`src/rtl/multi_queue_shared_buffer_defines.svh`:
```
// ------------------------------------------------------------------------
// Multi-queue shared buffer: assertion macros
// Shared shorthand for the concurrent checks in the RTL files. Every macro
// samples on clk and stays quiet while arst_n is low.
// ------------------------------------------------------------------------
`ifndef MULTI_QUEUE_SHARED_BUFFER_DEFINES_SVH
`define MULTI_QUEUE_SHARED_BUFFER_DEFINES_SVH

// The consequent must hold in the same cycle as the antecedent.
`define MQSB_ASSERT(label, ante, cons, msg) \
	label: assert property (@(posedge clk) disable iff (!arst_n) (ante) |-> (cons)) \
		else $error(msg);

// The consequent must hold in the cycle after the antecedent.
`define MQSB_ASSERT_NEXT(label, ante, cons, msg) \
	label: assert property (@(posedge clk) disable iff (!arst_n) (ante) |=> (cons)) \
		else $error(msg);

`endif

```
`src/rtl/mqsb_pkg.sv`:
```
// ------------------------------------------------------------------------
// Multi-queue shared buffer package
// Sizes, codes, shared types and small helper functions for the block.
// ------------------------------------------------------------------------
`default_nettype none

package mqsb_pkg;

	localparam int MEM_DEPTH   = 32;
	localparam int QUEUE_LIMIT = 4;
	localparam int DATA_WIDTH  = 32;

	// Field widths of the stream items and the register.
	localparam int CMD_W  = 1;
	localparam int QN_W   = 2;
	localparam int PD_W   = 32;
	localparam int ST_W   = 2;
	localparam int CNT_W  = 3;

	localparam int S_FIELDS_W = CMD_W + QN_W + PD_W;
	localparam int M_FIELDS_W = ST_W + PD_W;
	localparam int S_TDATA_W  = ((S_FIELDS_W + 7) / 8) * 8;
	localparam int M_TDATA_W  = ((M_FIELDS_W + 7) / 8) * 8;

	localparam int TD_CMD_LSB  = 0;
	localparam int TD_QN_LSB   = TD_CMD_LSB + CMD_W;
	localparam int TD_DATA_LSB = TD_QN_LSB + QN_W;

	// Only the low bits of an item that can ever come back out are stored.
	localparam int STORE_W = (DATA_WIDTH < PD_W) ? DATA_WIDTH : PD_W;

	localparam int AW    = $clog2(MEM_DEPTH);
	localparam int OFF_W = AW;
	localparam int SEG_W = $clog2(MEM_DEPTH + 1);

	// Queues that a two-bit queue number can reach.
	localparam int NUM_Q = (QUEUE_LIMIT < (1 << QN_W)) ? QUEUE_LIMIT : (1 << QN_W);
	localparam int QI_W  = (NUM_Q > 1) ? $clog2(NUM_Q) : 1;

	localparam int OPQ_DEPTH = 2;

	// Segment size for every value a three-bit count can take.
	localparam int SEG_BY_COUNT [8] = '{
		0,
		MEM_DEPTH / 1,
		MEM_DEPTH / 2,
		MEM_DEPTH / 3,
		MEM_DEPTH / 4,
		MEM_DEPTH / 5,
		MEM_DEPTH / 6,
		MEM_DEPTH / 7
	};

	// Configuration port.
	localparam int APB_DW     = 32;
	localparam int CFG_IDX_W  = 1;
	localparam int CFG_ADDR_W = CFG_IDX_W + 2;
	localparam logic [CFG_IDX_W-1:0] REG_QUEUE_COUNT = CFG_IDX_W'(0);
	localparam logic [CNT_W-1:0]     QCOUNT_RESET    = CNT_W'(4);

	localparam logic CMD_PUSH = 1'b0;
	localparam logic CMD_POP  = 1'b1;

	typedef enum logic [ST_W-1:0] {
		ST_OK    = 2'd0,
		ST_FULL  = 2'd1,
		ST_EMPTY = 2'd2,
		ST_BADQ  = 2'd3
	} status_t;

	// One classified access on its way to the memory.
	typedef struct packed {
		logic                wr;
		logic                rd;
		status_t             status;
		logic [AW-1:0]       addr;
		logic [STORE_W-1:0]  data;
	} op_t;

	// Queue layout as set by the register, plus the empty-all strobe.
	typedef struct packed {
		logic              clear;
		logic [CNT_W-1:0]  count;
		logic [SEG_W-1:0]  seg;
	} cfg_t;

	// A count of zero acts as one and a count above the limit as the limit.
	function automatic logic [CNT_W-1:0] eff_count(input logic [CNT_W-1:0] c);
		logic [CNT_W-1:0] r;
		r = c;
		if (c == '0)
			r = CNT_W'(1);
		else if (int'(c) > QUEUE_LIMIT)
			r = CNT_W'(QUEUE_LIMIT);
		return r;
	endfunction

	// Segment size for each possible count, taken from constants.
	function automatic logic [SEG_W-1:0] seg_size(input logic [CNT_W-1:0] c);
		logic [SEG_W-1:0] s;
		s = '0;
		if (int'(c) <= QUEUE_LIMIT)
			s = SEG_W'(SEG_BY_COUNT[c]);
		return s;
	endfunction

endpackage

`default_nettype wire

```
`src/rtl/multi_queue_shared_buffer.sv`:
```
// Several circular FIFO queues share one item memory, split into equal
// segments by the queue_count register (count 0 acts as 1). Each stream
// transaction pushes or pops one queue and yields exactly one result with a
// status and, on a good pop, the item. The block sustains one transaction
// per clock while the sink is ready; a result passes through the offset
// check stage in the front end, the two-entry operation queue and the
// registered memory read on its way to the output. Writing queue_count
// empties all queues; there is no clearing pass after reset.
// ------------------------------------------------------------------------
// Multi-queue shared buffer
// Top level: configuration register port, front end, operation queue and
// memory side.
// ------------------------------------------------------------------------
`default_nettype none

module multi_queue_shared_buffer (
	input  logic                            clk,
	input  logic                            arst_n,
	input  logic                            psel,
	input  logic                            penable,
	input  logic                            pwrite,
	input  logic [mqsb_pkg::CFG_ADDR_W-1:0] paddr,
	input  logic [mqsb_pkg::APB_DW-1:0]     pwdata,
	output logic [mqsb_pkg::APB_DW-1:0]     prdata,
	output logic                            pready,
	input  logic                            s_tvalid,
	output logic                            s_tready,
	// Fields from bit 0 up: command, queue_number, push_data.
	input  logic [mqsb_pkg::S_TDATA_W-1:0]  s_tdata,
	output logic                            m_tvalid,
	input  logic                            m_tready,
	// Fields from bit 0 up: status, pop_data.
	output logic [mqsb_pkg::M_TDATA_W-1:0]  m_tdata
);

	import mqsb_pkg::*;

	logic [CNT_W-1:0]      queue_count_q;
	logic [CNT_W-1:0]      count_eff_q;
	logic [SEG_W-1:0]      seg_q;
	logic [CFG_IDX_W-1:0]  reg_idx;
	logic                  cfg_wr;
	cfg_t                  cfg;
	logic                  op_push;
	op_t                   front_op;
	logic                  op_full;
	logic                  op_pop;
	op_t                   back_op;
	logic                  op_valid;

	assign pready  = 1'b1;
	assign reg_idx = paddr[CFG_ADDR_W-1:2];
	assign cfg_wr  = psel && penable && pwrite && pready && reg_idx == REG_QUEUE_COUNT;
	assign prdata  = (reg_idx == REG_QUEUE_COUNT) ? APB_DW'(queue_count_q) : '0;

	// The effective count and the segment size are kept ready beside the raw
	// register value.
	always_ff @(posedge clk or negedge arst_n) begin
		if (!arst_n) begin
			queue_count_q <= QCOUNT_RESET;
			count_eff_q   <= eff_count(QCOUNT_RESET);
			seg_q         <= seg_size(eff_count(QCOUNT_RESET));
		end else if (cfg_wr) begin
			queue_count_q <= pwdata[CNT_W-1:0];
			count_eff_q   <= eff_count(pwdata[CNT_W-1:0]);
			seg_q         <= seg_size(eff_count(pwdata[CNT_W-1:0]));
		end
	end

	assign cfg.clear = cfg_wr;
	assign cfg.count = count_eff_q;
	assign cfg.seg   = seg_q;

	mqsb_front u_front (
		.clk      (clk),
		.arst_n   (arst_n),
		.cfg      (cfg),
		.s_tvalid (s_tvalid),
		.s_tready (s_tready),
		.s_tdata  (s_tdata),
		.op_push  (op_push),
		.op       (front_op),
		.op_full  (op_full)
	);

	mqsb_op_fifo u_op_fifo (
		.clk     (clk),
		.arst_n  (arst_n),
		.push    (op_push),
		.push_op (front_op),
		.full    (op_full),
		.pop     (op_pop),
		.pop_op  (back_op),
		.valid   (op_valid)
	);

	mqsb_back u_back (
		.clk      (clk),
		.arst_n   (arst_n),
		.op_valid (op_valid),
		.op       (back_op),
		.op_pop   (op_pop),
		.m_tvalid (m_tvalid),
		.m_tready (m_tready),
		.m_tdata  (m_tdata)
	);

endmodule

`default_nettype wire

```
`src/rtl/mqsb_ram.sv`:
```
// ------------------------------------------------------------------------
// Generic RAM
// One write port and one read port with a registered read data output.
// ------------------------------------------------------------------------
`default_nettype none

module mqsb_ram #(
	parameter int WIDTH = 32,
	parameter int DEPTH = 32
) (
	input  logic                      clk,
	input  logic                      we,
	input  logic [$clog2(DEPTH)-1:0]  waddr,
	input  logic [WIDTH-1:0]          wdata,
	input  logic                      re,
	input  logic [$clog2(DEPTH)-1:0]  raddr,
	output logic [WIDTH-1:0]          rdata
);

	logic [WIDTH-1:0] mem_q [DEPTH];

	always_ff @(posedge clk) begin
		if (we)
			mem_q[waddr] <= wdata;
		if (re)
			rdata <= mem_q[raddr];
	end

endmodule

`default_nettype wire

```
`src/rtl/mqsb_front.sv`:
```
// ------------------------------------------------------------------------
// Multi-queue shared buffer: front end
// Registers each incoming transaction, checks it against the head and tail
// offsets of its queue, updates those offsets and hands a memory operation
// with its status to the operation queue.
// ------------------------------------------------------------------------
`default_nettype none
`include "multi_queue_shared_buffer_defines.svh"

module mqsb_front (
	input  logic                           clk,
	input  logic                           arst_n,
	input  mqsb_pkg::cfg_t                 cfg,
	input  logic                           s_tvalid,
	output logic                           s_tready,
	// Fields from bit 0 up: command, queue_number, push_data.
	input  logic [mqsb_pkg::S_TDATA_W-1:0] s_tdata,
	output logic                           op_push,
	output mqsb_pkg::op_t                  op,
	input  logic                           op_full
);

	import mqsb_pkg::*;

	logic                        valid_s1;
	logic                        cmd_s1;
	logic [QN_W-1:0]             qn_s1;
	logic [STORE_W-1:0]          data_s1;

	logic [OFF_W-1:0]            head_q [NUM_Q];
	logic [OFF_W-1:0]            tail_q [NUM_Q];

	logic [QI_W-1:0]             qi;
	logic                        bad;
	logic                        seg_zero;
	logic [OFF_W-1:0]            head;
	logic [OFF_W-1:0]            tail;
	logic [OFF_W-1:0]            nh;
	logic [OFF_W-1:0]            nt;
	logic [QN_W+SEG_W-1:0]       base;
	status_t                     status;
	logic                        ok;

	function automatic logic [OFF_W-1:0] next_off(input logic [OFF_W-1:0] off,
			input logic [SEG_W-1:0] seg);
		logic [SEG_W-1:0] n;
		n = SEG_W'(off) + SEG_W'(1);
		return (n >= seg) ? '0 : OFF_W'(n);
	endfunction

	assign s_tready = !valid_s1 || !op_full;
	assign op_push  = valid_s1 && !op_full;

	always_ff @(posedge clk or negedge arst_n) begin
		if (!arst_n) begin
			valid_s1 <= 1'b0;
		end else if (s_tvalid && s_tready) begin
			valid_s1 <= 1'b1;
		end else if (op_push) begin
			valid_s1 <= 1'b0;
		end
	end

	always_ff @(posedge clk) begin
		if (s_tvalid && s_tready) begin
			cmd_s1  <= s_tdata[TD_CMD_LSB];
			qn_s1   <= s_tdata[TD_QN_LSB +: QN_W];
			data_s1 <= s_tdata[TD_DATA_LSB +: STORE_W];
		end
	end

	assign qi       = qn_s1[QI_W-1:0];
	assign bad      = CNT_W'(qn_s1) >= cfg.count;
	assign seg_zero = cfg.seg == '0;
	assign head     = head_q[qi];
	assign tail     = tail_q[qi];
	assign nh       = next_off(head, cfg.seg);
	assign nt       = next_off(tail, cfg.seg);
	assign base     = (QN_W+SEG_W)'(qn_s1) * (QN_W+SEG_W)'(cfg.seg);

	always_comb begin
		if (bad)
			status = ST_BADQ;
		else if (cmd_s1 == CMD_PUSH)
			status = (seg_zero || nt == head) ? ST_FULL : ST_OK;
		else
			status = (seg_zero || head == tail) ? ST_EMPTY : ST_OK;
	end

	assign ok        = status == ST_OK;
	assign op.wr     = ok && cmd_s1 == CMD_PUSH;
	assign op.rd     = ok && cmd_s1 == CMD_POP;
	assign op.status = status;
	assign op.addr   = base[AW-1:0] + ((cmd_s1 == CMD_PUSH) ? nt : nh);
	assign op.data   = data_s1;

	// The offsets move as the operation is queued, so the next transaction
	// already sees them without waiting for the memory access.
	always_ff @(posedge clk or negedge arst_n) begin
		if (!arst_n) begin
			for (int i = 0; i < NUM_Q; i++) begin
				head_q[i] <= '0;
				tail_q[i] <= '0;
			end
		end else if (cfg.clear) begin
			for (int i = 0; i < NUM_Q; i++) begin
				head_q[i] <= '0;
				tail_q[i] <= '0;
			end
		end else if (op_push) begin
			if (op.wr)
				tail_q[qi] <= nt;
			if (op.rd)
				head_q[qi] <= nh;
		end
	end

	`MQSB_ASSERT(a_no_push_when_full, op_push, !op_full, "operation queued while queue is full")
	`MQSB_ASSERT_NEXT(a_tail_moves, op_push && op.wr && !cfg.clear, tail_q[$past(qi)] != $past(tail), "accepted push left the tail in place")

endmodule

`default_nettype wire

```
`src/rtl/mqsb_op_fifo.sv`:
```
// ------------------------------------------------------------------------
// Multi-queue shared buffer: operation queue
// A short FIFO of classified operations between the front end and the
// memory side, so either can stall without holding up the other.
// ------------------------------------------------------------------------
`default_nettype none
`include "multi_queue_shared_buffer_defines.svh"

module mqsb_op_fifo (
	input  logic           clk,
	input  logic           arst_n,
	input  logic           push,
	input  mqsb_pkg::op_t  push_op,
	output logic           full,
	input  logic           pop,
	output mqsb_pkg::op_t  pop_op,
	output logic           valid
);

	import mqsb_pkg::*;

	localparam int PW = (OPQ_DEPTH > 1) ? $clog2(OPQ_DEPTH) : 1;
	localparam int CW = $clog2(OPQ_DEPTH + 1);

	op_t             entry_q [OPQ_DEPTH];
	logic [PW-1:0]   wptr_q;
	logic [PW-1:0]   rptr_q;
	logic [CW-1:0]   count_q;
	logic            do_push;
	logic            do_pop;

	assign full    = count_q == CW'(OPQ_DEPTH);
	assign valid   = count_q != '0;
	assign pop_op  = entry_q[rptr_q];
	assign do_push = push && !full;
	assign do_pop  = pop && valid;

	always_ff @(posedge clk) begin
		if (do_push)
			entry_q[wptr_q] <= push_op;
	end

	always_ff @(posedge clk or negedge arst_n) begin
		if (!arst_n) begin
			wptr_q  <= '0;
			rptr_q  <= '0;
			count_q <= '0;
		end else begin
			if (do_push)
				wptr_q <= (wptr_q == PW'(OPQ_DEPTH - 1)) ? '0 : wptr_q + PW'(1);
			if (do_pop)
				rptr_q <= (rptr_q == PW'(OPQ_DEPTH - 1)) ? '0 : rptr_q + PW'(1);
			if (do_push && !do_pop)
				count_q <= count_q + CW'(1);
			else if (do_pop && !do_push)
				count_q <= count_q - CW'(1);
		end
	end

	`MQSB_ASSERT(a_fill_bounded, 1'b1, count_q <= CW'(OPQ_DEPTH), "operation queue overfilled")

endmodule

`default_nettype wire

```
`src/rtl/mqsb_back.sv`:
```
// ------------------------------------------------------------------------
// Multi-queue shared buffer: memory side
// Carries out queued operations on the shared item memory and holds each
// result in an output register until the sink takes it.
// ------------------------------------------------------------------------
`default_nettype none
`include "multi_queue_shared_buffer_defines.svh"

module mqsb_back (
	input  logic                           clk,
	input  logic                           arst_n,
	input  logic                           op_valid,
	input  mqsb_pkg::op_t                  op,
	output logic                           op_pop,
	output logic                           m_tvalid,
	input  logic                           m_tready,
	// Fields from bit 0 up: status, pop_data.
	output logic [mqsb_pkg::M_TDATA_W-1:0] m_tdata
);

	import mqsb_pkg::*;

	logic                 out_valid_q;
	status_t              out_status_q;
	logic                 out_rd_q;
	logic                 ram_we;
	logic                 ram_re;
	logic [STORE_W-1:0]   ram_rdata;
	logic [PD_W-1:0]      pop_data;

	// The read data register only changes on a new read, so a stalled
	// result keeps its data.
	assign op_pop = op_valid && (!out_valid_q || m_tready);
	assign ram_we = op_pop && op.wr;
	assign ram_re = op_pop && op.rd;

	mqsb_ram #(
		.WIDTH (STORE_W),
		.DEPTH (MEM_DEPTH)
	) u_ram (
		.clk   (clk),
		.we    (ram_we),
		.waddr (op.addr),
		.wdata (op.data),
		.re    (ram_re),
		.raddr (op.addr),
		.rdata (ram_rdata)
	);

	always_ff @(posedge clk or negedge arst_n) begin
		if (!arst_n) begin
			out_valid_q <= 1'b0;
		end else if (op_pop) begin
			out_valid_q <= 1'b1;
		end else if (m_tready) begin
			out_valid_q <= 1'b0;
		end
	end

	always_ff @(posedge clk) begin
		if (op_pop) begin
			out_status_q <= op.status;
			out_rd_q     <= op.rd;
		end
	end

	assign pop_data = out_rd_q ? PD_W'(ram_rdata) : '0;
	assign m_tvalid = out_valid_q;
	assign m_tdata  = M_TDATA_W'({pop_data, out_status_q});

	`MQSB_ASSERT(a_one_port_use, ram_we, !ram_re, "write and read issued together")
	`MQSB_ASSERT_NEXT(a_read_lands, ram_re, out_valid_q && out_rd_q && out_status_q == ST_OK, "memory read without a matching result")

endmodule

`default_nettype wire

```
`config.mk`:
```
export PLATFORM = sky130hd
export DESIGN_NAME = multi_queue_shared_buffer
export DESIGN_NICKNAME = d
export VERILOG_FILES = /design/src/rtl/mqsb_pkg.sv /design/src/rtl/multi_queue_shared_buffer.sv /design/src/rtl/mqsb_ram.sv /design/src/rtl/mqsb_front.sv /design/src/rtl/mqsb_op_fifo.sv /design/src/rtl/mqsb_back.sv
export VERILOG_INCLUDE_DIRS = /design/src /design/src/rtl
export SDC_FILE = /design/constraint.sdc
export NUM_CORES = 1
export LEC_CHECK = 0
export BUFFER_PORTS_ARGS = -buffer_cell sky130_fd_sc_hd__buf_2
export CORE_ASPECT_RATIO = 0.9
export CORE_UTILIZATION = 61
export CTS_BUF_LIST = sky130_fd_sc_hd__clkbuf_8
export CTS_CLUSTER_DIAMETER = 150
export DETAILED_ROUTE_END_ITERATION = 12
export PLACE_DENSITY = 0.79
export SLEW_MARGIN = 20
export SYNTH_ARGS = -nofsm -noshare
export SYNTH_HDL_FRONTEND = slang
export SYNTH_SLANG_ARGS = --single-unit
```
`constraint.sdc`:
```
create_clock -name clk -period 5.5 [get_ports clk]
set_input_delay 0.55 -clock clk [delete_from_list [all_inputs] [get_ports clk]]
set_output_delay 0.55 -clock clk [all_outputs]
set_load 0.02 [all_outputs]
```
==> impl_metrics.tcl, run 1 <==
set metrics [dict create \
    tns_ns 0 \
    ios 157 \
    routed_wirelength_um 110800 \
    final_cells 3695 \
    synth_edf_count 1176 \
    synth_area_leaders "edfxtp_1 74%, mux4_2 12%, dfrtp_1 2.9%" \
    hold_depth 5 \
    hold_viol_final 0 \
    design.core.area_um2 76750 \
    hp-start "pwrite" \
    avgRoutedWirePerCell_um 30.00 \
    critPathTopFamily "adder cells" \
    min_to "queue_count_q[2]$_DFFE_PN1P_" \
    intPower_mw 18.90 \
    drt_first_pass_iters 8 \
    clockBufferDepth 3 \
    ant_nets 0 \
    fp.dieH_um 267.1 \
    clockRootBuffer "clkbuf_8" \
    seqPwrFrac_pct 45.8 \
    grt_max_degree 161 \
    post-route-period-util_pct 90.85 \
    syn_to_final_growth_pct 12.03 \
    ir_drop_mv 0.4732 \
    synth_area_um2 47650 \
    r2r_end "u_op_fifo.entry_q[0][36]$_DFFE_PP_" \
    num_vias 24231 \
    rsz0062_at_grt "no" \
    maxSlewHeadroom_pct 21.66 \
    synthCells 2246 \
    fp.dieArea_um2 79230 \
    fillers 4500 \
    cp_num_cells 17 \
    finalWeightedCongestion 0.8050 \
    netlist.area_leader.share_pct 74.11 \
    yosysMostFrequentCell "edfxtp_1" \
    start_util_pct 62.08 \
    maxCapViolations 0 \
    power_switching_mw 8.977 \
    report.final.slew_viol_count 0 \
    critPathSlowestCell "mux4_1" \
    clk_pin_slew_worst_paths_ns 0.06 \
    pwr-share-clk_pct 23.3 \
    crit_buf_inv 2 \
    setup_viol 0 \
    postSynth.asyncResetShare_pct 4.700 \
    ys_seq_area_share_pct 77.17 \
    grt_usage_pct 28.89 \
    crit_arrival_ns 5.56 \
    p_leak_nw 17.68 \
    synth_area_leader_cell "edfxtp_1" \
    grt.overflow.total 0 \
    grt_pass1_wl_um 160800 \
    cts_buffers 180 \
    p_per_area_nw_per_um2 522.2 \
    dp_hpwl_um 60580 \
    drive_gt1_share_pct 27.48 \
    cts_tree "done" \
    antenna_found_initial 3 \
    yosys-top-cells-count "1176 x edfxtp_1, 260 x mux4_2, 120 x a22oi_1, 73 x nand2_1, 70 x clkbuf_1" \
    crit_type "reg2reg" \
    p_comb_share_pct 31.0 \
    ys_ff_latch 1234 \
    fin_skew_ns 0.02561 \
    fp.dieW_um 296.6 \
    r2r_slack_ns 0.50 \
    tightestPinTransition_ns 1.172 \
    reg2reg_depth 17 \
    avgSynthCellArea_um2 21.21 \
    crit_chain "mux4_1 > ha_1 > xnor2_1 > inv_1 > ha_1 > a21o_1 > a21o_1 > a21o_1 > a211oi_1 > a21oi_1 > fa_1 > inv_1 > ha_1 > a21o_1 > a21oi_1 > xnor2_1 > xnor2_1" \
    start_kind "register" \
    rows 96 \
    endpoint_kind "register" \
    switching_share_pct 32.21 \
    drt-initial-drc-count 3079 \
    hp-class "in2reg" \
    worstPathMaxFanout 6 \
    required_ns 6.06 \
    synth_cell_type_count 55 \
    reg2reg_from "u_front.qi[0]$_DFFE_PP_" \
    max_stage_delay_ns 0.78 \
    status "finished, final reports clean" \
    yosys_warnings 0 \
    clk_latency_ns 0.82 \
    clock_sinks 1234 \
    drc 0 \
    synthFlopType "edfxtp_1" \
    cts_max_level 4 \
    fmax_ghz 0.2001 \
    port_buffers 84 \
    placed_cells 3333 \
    via_per_inst 6.558 \
    fin_crit_ns 4.997 \
    num-nets-final 2635 \
    crit_top_cell "a21o_1" \
    grt_pass1_vias 24743 \
]
## final cells by class
type                    count  area [um2]  area share (%)
clock buffers             183        2519           4.718
flip-flops and latches   1234       36770           68.88
repair buffers            205        1526           2.859
diodes                      2       5.005        0.009375
multi-input cells         882       10580           19.82
well taps                1029        1287           2.412
clock inverters           135       598.1           1.120
inverters                  25       93.84          0.1758
## power groups by stage
stage / combinational (mW) / clock (mW) / sequential (mW)
after global placement: 8.37 / 0 / 12.9
after detailed placement: 8.62 / 0 / 12.9
after floorplan: 5.88 / 0 / 12.8
after global routing: 9.16 / 6.93 / 12.8
final: 8.63 / 6.48 / 12.8
after CTS: 8.67 / 6.55 / 12.8
## logic make-up (layout without fill, tap and decap cells)
kind of cell,count (synthesis),count (layout),share of synthesized area (%)
buf+inv,164,548,1.620
fa+ha+maj,25,25,0.7195
compound gates,203,203,3.017
simple gates,251,251,2.600
flops,1234,1234,77.17
other cells,2,38,0.01576
xor+xnor,22,22,0.4753
mux,345,345,14.38
## per-layer routing
layer | share of wire (%) | vias up | global-route usage, %
met5 | 0.030 | - | 0
met4 | 3.7 | 4 | 12.04
met3 | 11 | 267 | 6.432
met2 | 48 | 1607 | 44.56
met1 | 37 | 12534 | 40.57
li1 | - | 9819 | -
## stage by stage
stage	util [%]	power (mW)	setup WS [ns]	hold slack, ns	instance area [um2]
3_3_place_gp	64.91	21.26	0.4563	0.4260	49820
5_1_grt	69.55	28.92	0.1412	0.3077	53380
3_5_place_dp	64.91	21.57	0.5127	0.4306	49820
4_1_cts	69.51	27.98	0.4905	0.2289	53350
6_report	69.55	27.88	0.5030	0.3046	53380
2_1_floorplan	-	18.68	0.5716	0.2544	47780
## worst max-delay path by stage
stage | start | slack (ns) | end
floorplan | u_front.qi[0]$_DFFE_PP_ | 0.57 | u_op_fifo.entry_q[0][36]$_DFFE_PP_
global placement | u_front.qi[0]$_DFFE_PP_ | 0.46 | u_op_fifo.entry_q[0][36]$_DFFE_PP_
detailed placement | u_front.qi[0]$_DFFE_PP_ | 0.51 | u_op_fifo.entry_q[0][36]$_DFFE_PP_
CTS | u_front.qi[0]$_DFFE_PP_ | 0.49 | u_op_fifo.entry_q[1][36]$_DFFE_PP_
global route | u_front.qi[0]$_DFFE_PP_ | 0.14 | u_op_fifo.entry_q[0][36]$_DFFE_PP_
finish | u_front.qi[0]$_DFFE_PP_ | 0.50 | u_op_fifo.entry_q[0][36]$_DFFE_PP_
## layout by cell type (no fill, tap or decap), drive strengths merged, types with 9 or more instances in the layout
master / count
a21oi: 27
a22oi: 120
and2: 36
buf: 164
clkbuf: 183
clkinv: 55
conb: 36
dfrtp: 55
dlygate4sd3: 41
edfxtp: 1176
ha: 21
inv: 100
mux2: 40
mux2i: 39
mux4: 266
nand2: 73
nand2b: 12
nand3: 10
nand4: 23
nor2: 65
o2111ai: 9
o21ai: 25
xnor2: 12
xor2: 10
## flip-flops by register name, summed over array words and instances, names as in the netlist
signal               cells
u_front.qi               2
u_op_fifo.count_q        2
u_front.data_s1         32
u_back.m_tvalid          1
u_op_fifo.entry_q       82
u_back.out_rd_q          1
queue_count_q            3
u_front.cmd_s1           1
seg_q                    6
u_back.out_status_q      2
u_op_fifo.rptr_q         1
u_back.u_ram.rdata      32
u_front.valid_s1         1
u_back.u_ram.mem_q    1024
u_op_fifo.wptr_q         1
u_front.tail_q          20
count_eff_q              3
u_front.head_q          20
## tightest hold or removal path, cell delays in order
cell,delay [ns]
buf_2,0.09
nand4b_1,0.08
buf_4,0.25
nand2_1,0.11
nand2_1,0.05
## timing repair
action                    in CTS  in global routing
hold buffers                  41                  0
buffers inserted               0                  0
gates resized for setup        0                  0
hold endpoints to repair      99                  0
(Power assumes the default switching activity.)
==> inputs of run 2 (changes only) <==
==> constraint.sdc (replaced) <==
create_clock -name clk -period 5.5 [get_ports clk]
set_input_delay 0.825 -clock clk [delete_from_list [all_inputs] [get_ports clk]]
set_output_delay 0.825 -clock clk [all_outputs]
set_load 0.02 [all_outputs]
==> run 2 against run 1 <==
  * Cell count shrank 1.1%
  * Setup slack lost 0.084 ns
  * Register-to-register slack lost 0.08 ns
  * Total power grew 0.95%
  * Clock power grew 4.0%
  * Sequential power is essentially flat
  * Worst hold slack lost 0.15 ns
  * Wire length grew 0.39%
  * Clock-buffer cell count grew 4
  * Combinational power is essentially flat
  * Global-route usage grew 0.14 points
  * Non-clock buffer count shrank 49
  * Critical path type unchanged
  * Largest cell class unchanged
  * Largest power group unchanged
==> impl_metrics.tcl, run 2 (synthesis results as in run 1) <==
set metrics [dict create \
    drive_gt1_share_pct 28.33 \
    hold_viol_final 0 \
    ant_nets 0 \
    r2r_slack_ns 0.42 \
    start_kind "register" \
    hold_ws_ns 0.1502 \
    endpoint_kind "register" \
    crit_buf_inv 2 \
    clockRootBuffer "clkbuf_8" \
    fin_skew_ns 0.03367 \
    maxCapViolations 0 \
    report.final.slew_viol_count 0 \
    top_register "u_back.u_ram.mem_q" \
    rows 96 \
    via_per_inst 6.638 \
    start_util_pct 62.08 \
    status "finished, final reports clean" \
    maxSlewHeadroom_pct 16.90 \
    drc 0 \
    fp.dieH_um 267.1 \
    grt_pass1_wl_um 161000 \
    fmax_ghz 0.1968 \
    avgRoutedWirePerCell_um 30.46 \
    syn_to_final_growth_pct 11.45 \
    crit_arrival_ns 5.63 \
    grt.overflow.total 0 \
    reg2reg_depth 17 \
    finalWeightedCongestion 0.8200 \
    rsz0062_at_grt "no" \
    critPathTopFamily "adder cells" \
    fillers 4500 \
    worstPathMaxFanout 6 \
    p_per_area_nw_per_um2 529.9 \
    num_vias 24249 \
    cts_max_level 4 \
    clk_latency_ns 0.82 \
    critPathSlowestCell "mux4_1" \
    clk_pin_slew_worst_paths_ns 0.06 \
    hp-class "in2async" \
    layout_commonest_cell "edfxtp_1" \
    ir_drop_mv 0.5839 \
    p_leak_nw 17.51 \
    crit_chain "mux4_1 > ha_1 > xnor2_1 > inv_1 > ha_1 > a21o_1 > a21o_1 > a21o_1 > a211oi_1 > a21oi_1 > fa_1 > inv_1 > ha_1 > a21o_1 > a21oi_1 > xnor2_1 > xnor2_1" \
    post-route-period-util_pct 92.39 \
    fp.dieW_um 296.6 \
    clock_sinks 1234 \
    max_stage_delay_ns 0.79 \
    cts_tree "done" \
    layout_common_cells "1176 x edfxtp_1, 260 x mux4_2, 187 x clkbuf_8, 120 x a22oi_1, 84 x buf_2" \
    drt_first_pass_iters 6 \
    largest_reg_flops 1024 \
    r2r_end "u_op_fifo.entry_q[0][36]$_DFFE_PP_" \
    grt_pass1_vias 24591 \
    antenna_found_initial 1 \
    crit_type "reg2reg" \
    crit_top_cell "a21o_1" \
    setup_viol 0 \
    reg.largest.list "u_back.u_ram.mem_q x1024, u_op_fifo.entry_q x82" \
    grt_usage_pct 29.03 \
    design.core.area_um2 76750 \
    fin_crit_ns 5.081 \
    ios 157 \
    tns_ns 0 \
    tightestPinTransition_ns 1.246 \
    p_total_mw 28.14 \
    postCtsSetupBuffers 0 \
    clockBufferDepth 3 \
    routed_wirelength_um 111300 \
    port_buffers 84 \
    grt_max_degree 167 \
    cts_buffers 182 \
    dp_hpwl_um 62270 \
    fp.dieArea_um2 79230 \
    drt-initial-drc-count 3131 \
    required_ns 6.05 \
    num-nets-final 2588 \
    reg2reg_from "u_front.qi[0]$_DFFE_PP_" \
]
[run 2: changes by cell type in the layout (fill, tap and decap cells not counted), sizes merged]
cell	delta
clkinvlp	+1
clkinv	+13
inv	-12
clkbuf	+4
dlygate4sd3	-41
diode	-1
bufinv	+2
buf	-8
[run 2: final cells by class]
type / instances / area [um2] / share of cell area (%)
antenna: 1 / 2.502 / 0.004712
clock buffer: 187 / 2574 / 4.847
clock inverter: 139 / 711.9 / 1.341
inverter: 25 / 93.84 / 0.1767
multi-input combinational: 882 / 10590 / 19.94
sequential: 1234 / 36770 / 69.24
tap: 1029 / 1287 / 2.424
timing repair buffer: 156 / 1074 / 2.022
[run 2: metal layers]
| metal | part of all wire (%) | vias to the layer above | global-route usage (%) | routed length [um] |
|---|---|---|---|---|
| li1 | - | 9735 | - | - |
| met1 | 37 | 12625 | 41.04 | 41210 |
| met2 | 48 | 1653 | 44.59 | 53210 |
| met3 | 12 | 236 | 7.137 | 13450 |
| met4 | 3.1 | 0 | 10.78 | 3409 |
| met5 | 0 | - | 0 | 0 |
[run 2: worst max path at each step]
stage | start | end | slack, ns | depth (start not counted)
after global routing | u_front.qi[0]$_DFFE_PP_ | u_op_fifo.entry_q[1][36]$_DFFE_PP_ | 0.20 | 17
after global placement | u_front.qi[0]$_DFFE_PP_ | u_op_fifo.entry_q[1][36]$_DFFE_PP_ | 0.37 | 17
after floorplan | u_front.qi[0]$_DFFE_PP_ | u_op_fifo.entry_q[0][36]$_DFFE_PP_ | 0.57 | 17
after detailed placement | u_front.qi[0]$_DFFE_PP_ | u_op_fifo.entry_q[1][36]$_DFFE_PP_ | 0.30 | 17
final | u_front.qi[0]$_DFFE_PP_ | u_op_fifo.entry_q[0][36]$_DFFE_PP_ | 0.42 | 17
after CTS | u_front.qi[0]$_DFFE_PP_ | u_op_fifo.entry_q[1][36]$_DFFE_PP_ | 0.29 | 18
[run 2: report_power, final]
part           internal (mW)  switching [mW]  leakage [nW]
Clock                   3.31            3.43          1.89
Sequential              12.5           0.314          11.4
Combinational           3.31            5.32          4.21
[run 2: timing repair]
item	4_1_cts	5_1_grt
resized for setup	0	1
endpoints found under the hold margin	0	0
setup endpoints to repair	0	2
hold buffers	0	0
[run 2: per-stage QoR]
stage / setup slack, ns / cells / util, % / instance area [um2]
2_1_floorplan: 0.5716 / 2280 / - / 47780
3_3_place_gp: 0.3694 / 3326 / 64.89 / 49810
3_5_place_dp: 0.3021 / 3326 / 64.89 / 49810
4_1_cts: 0.2872 / 3652 / 69.17 / 53090
5_1_grt: 0.1967 / 3653 / 69.19 / 53100
6_report: 0.4186 / 3653 / 69.19 / 53100
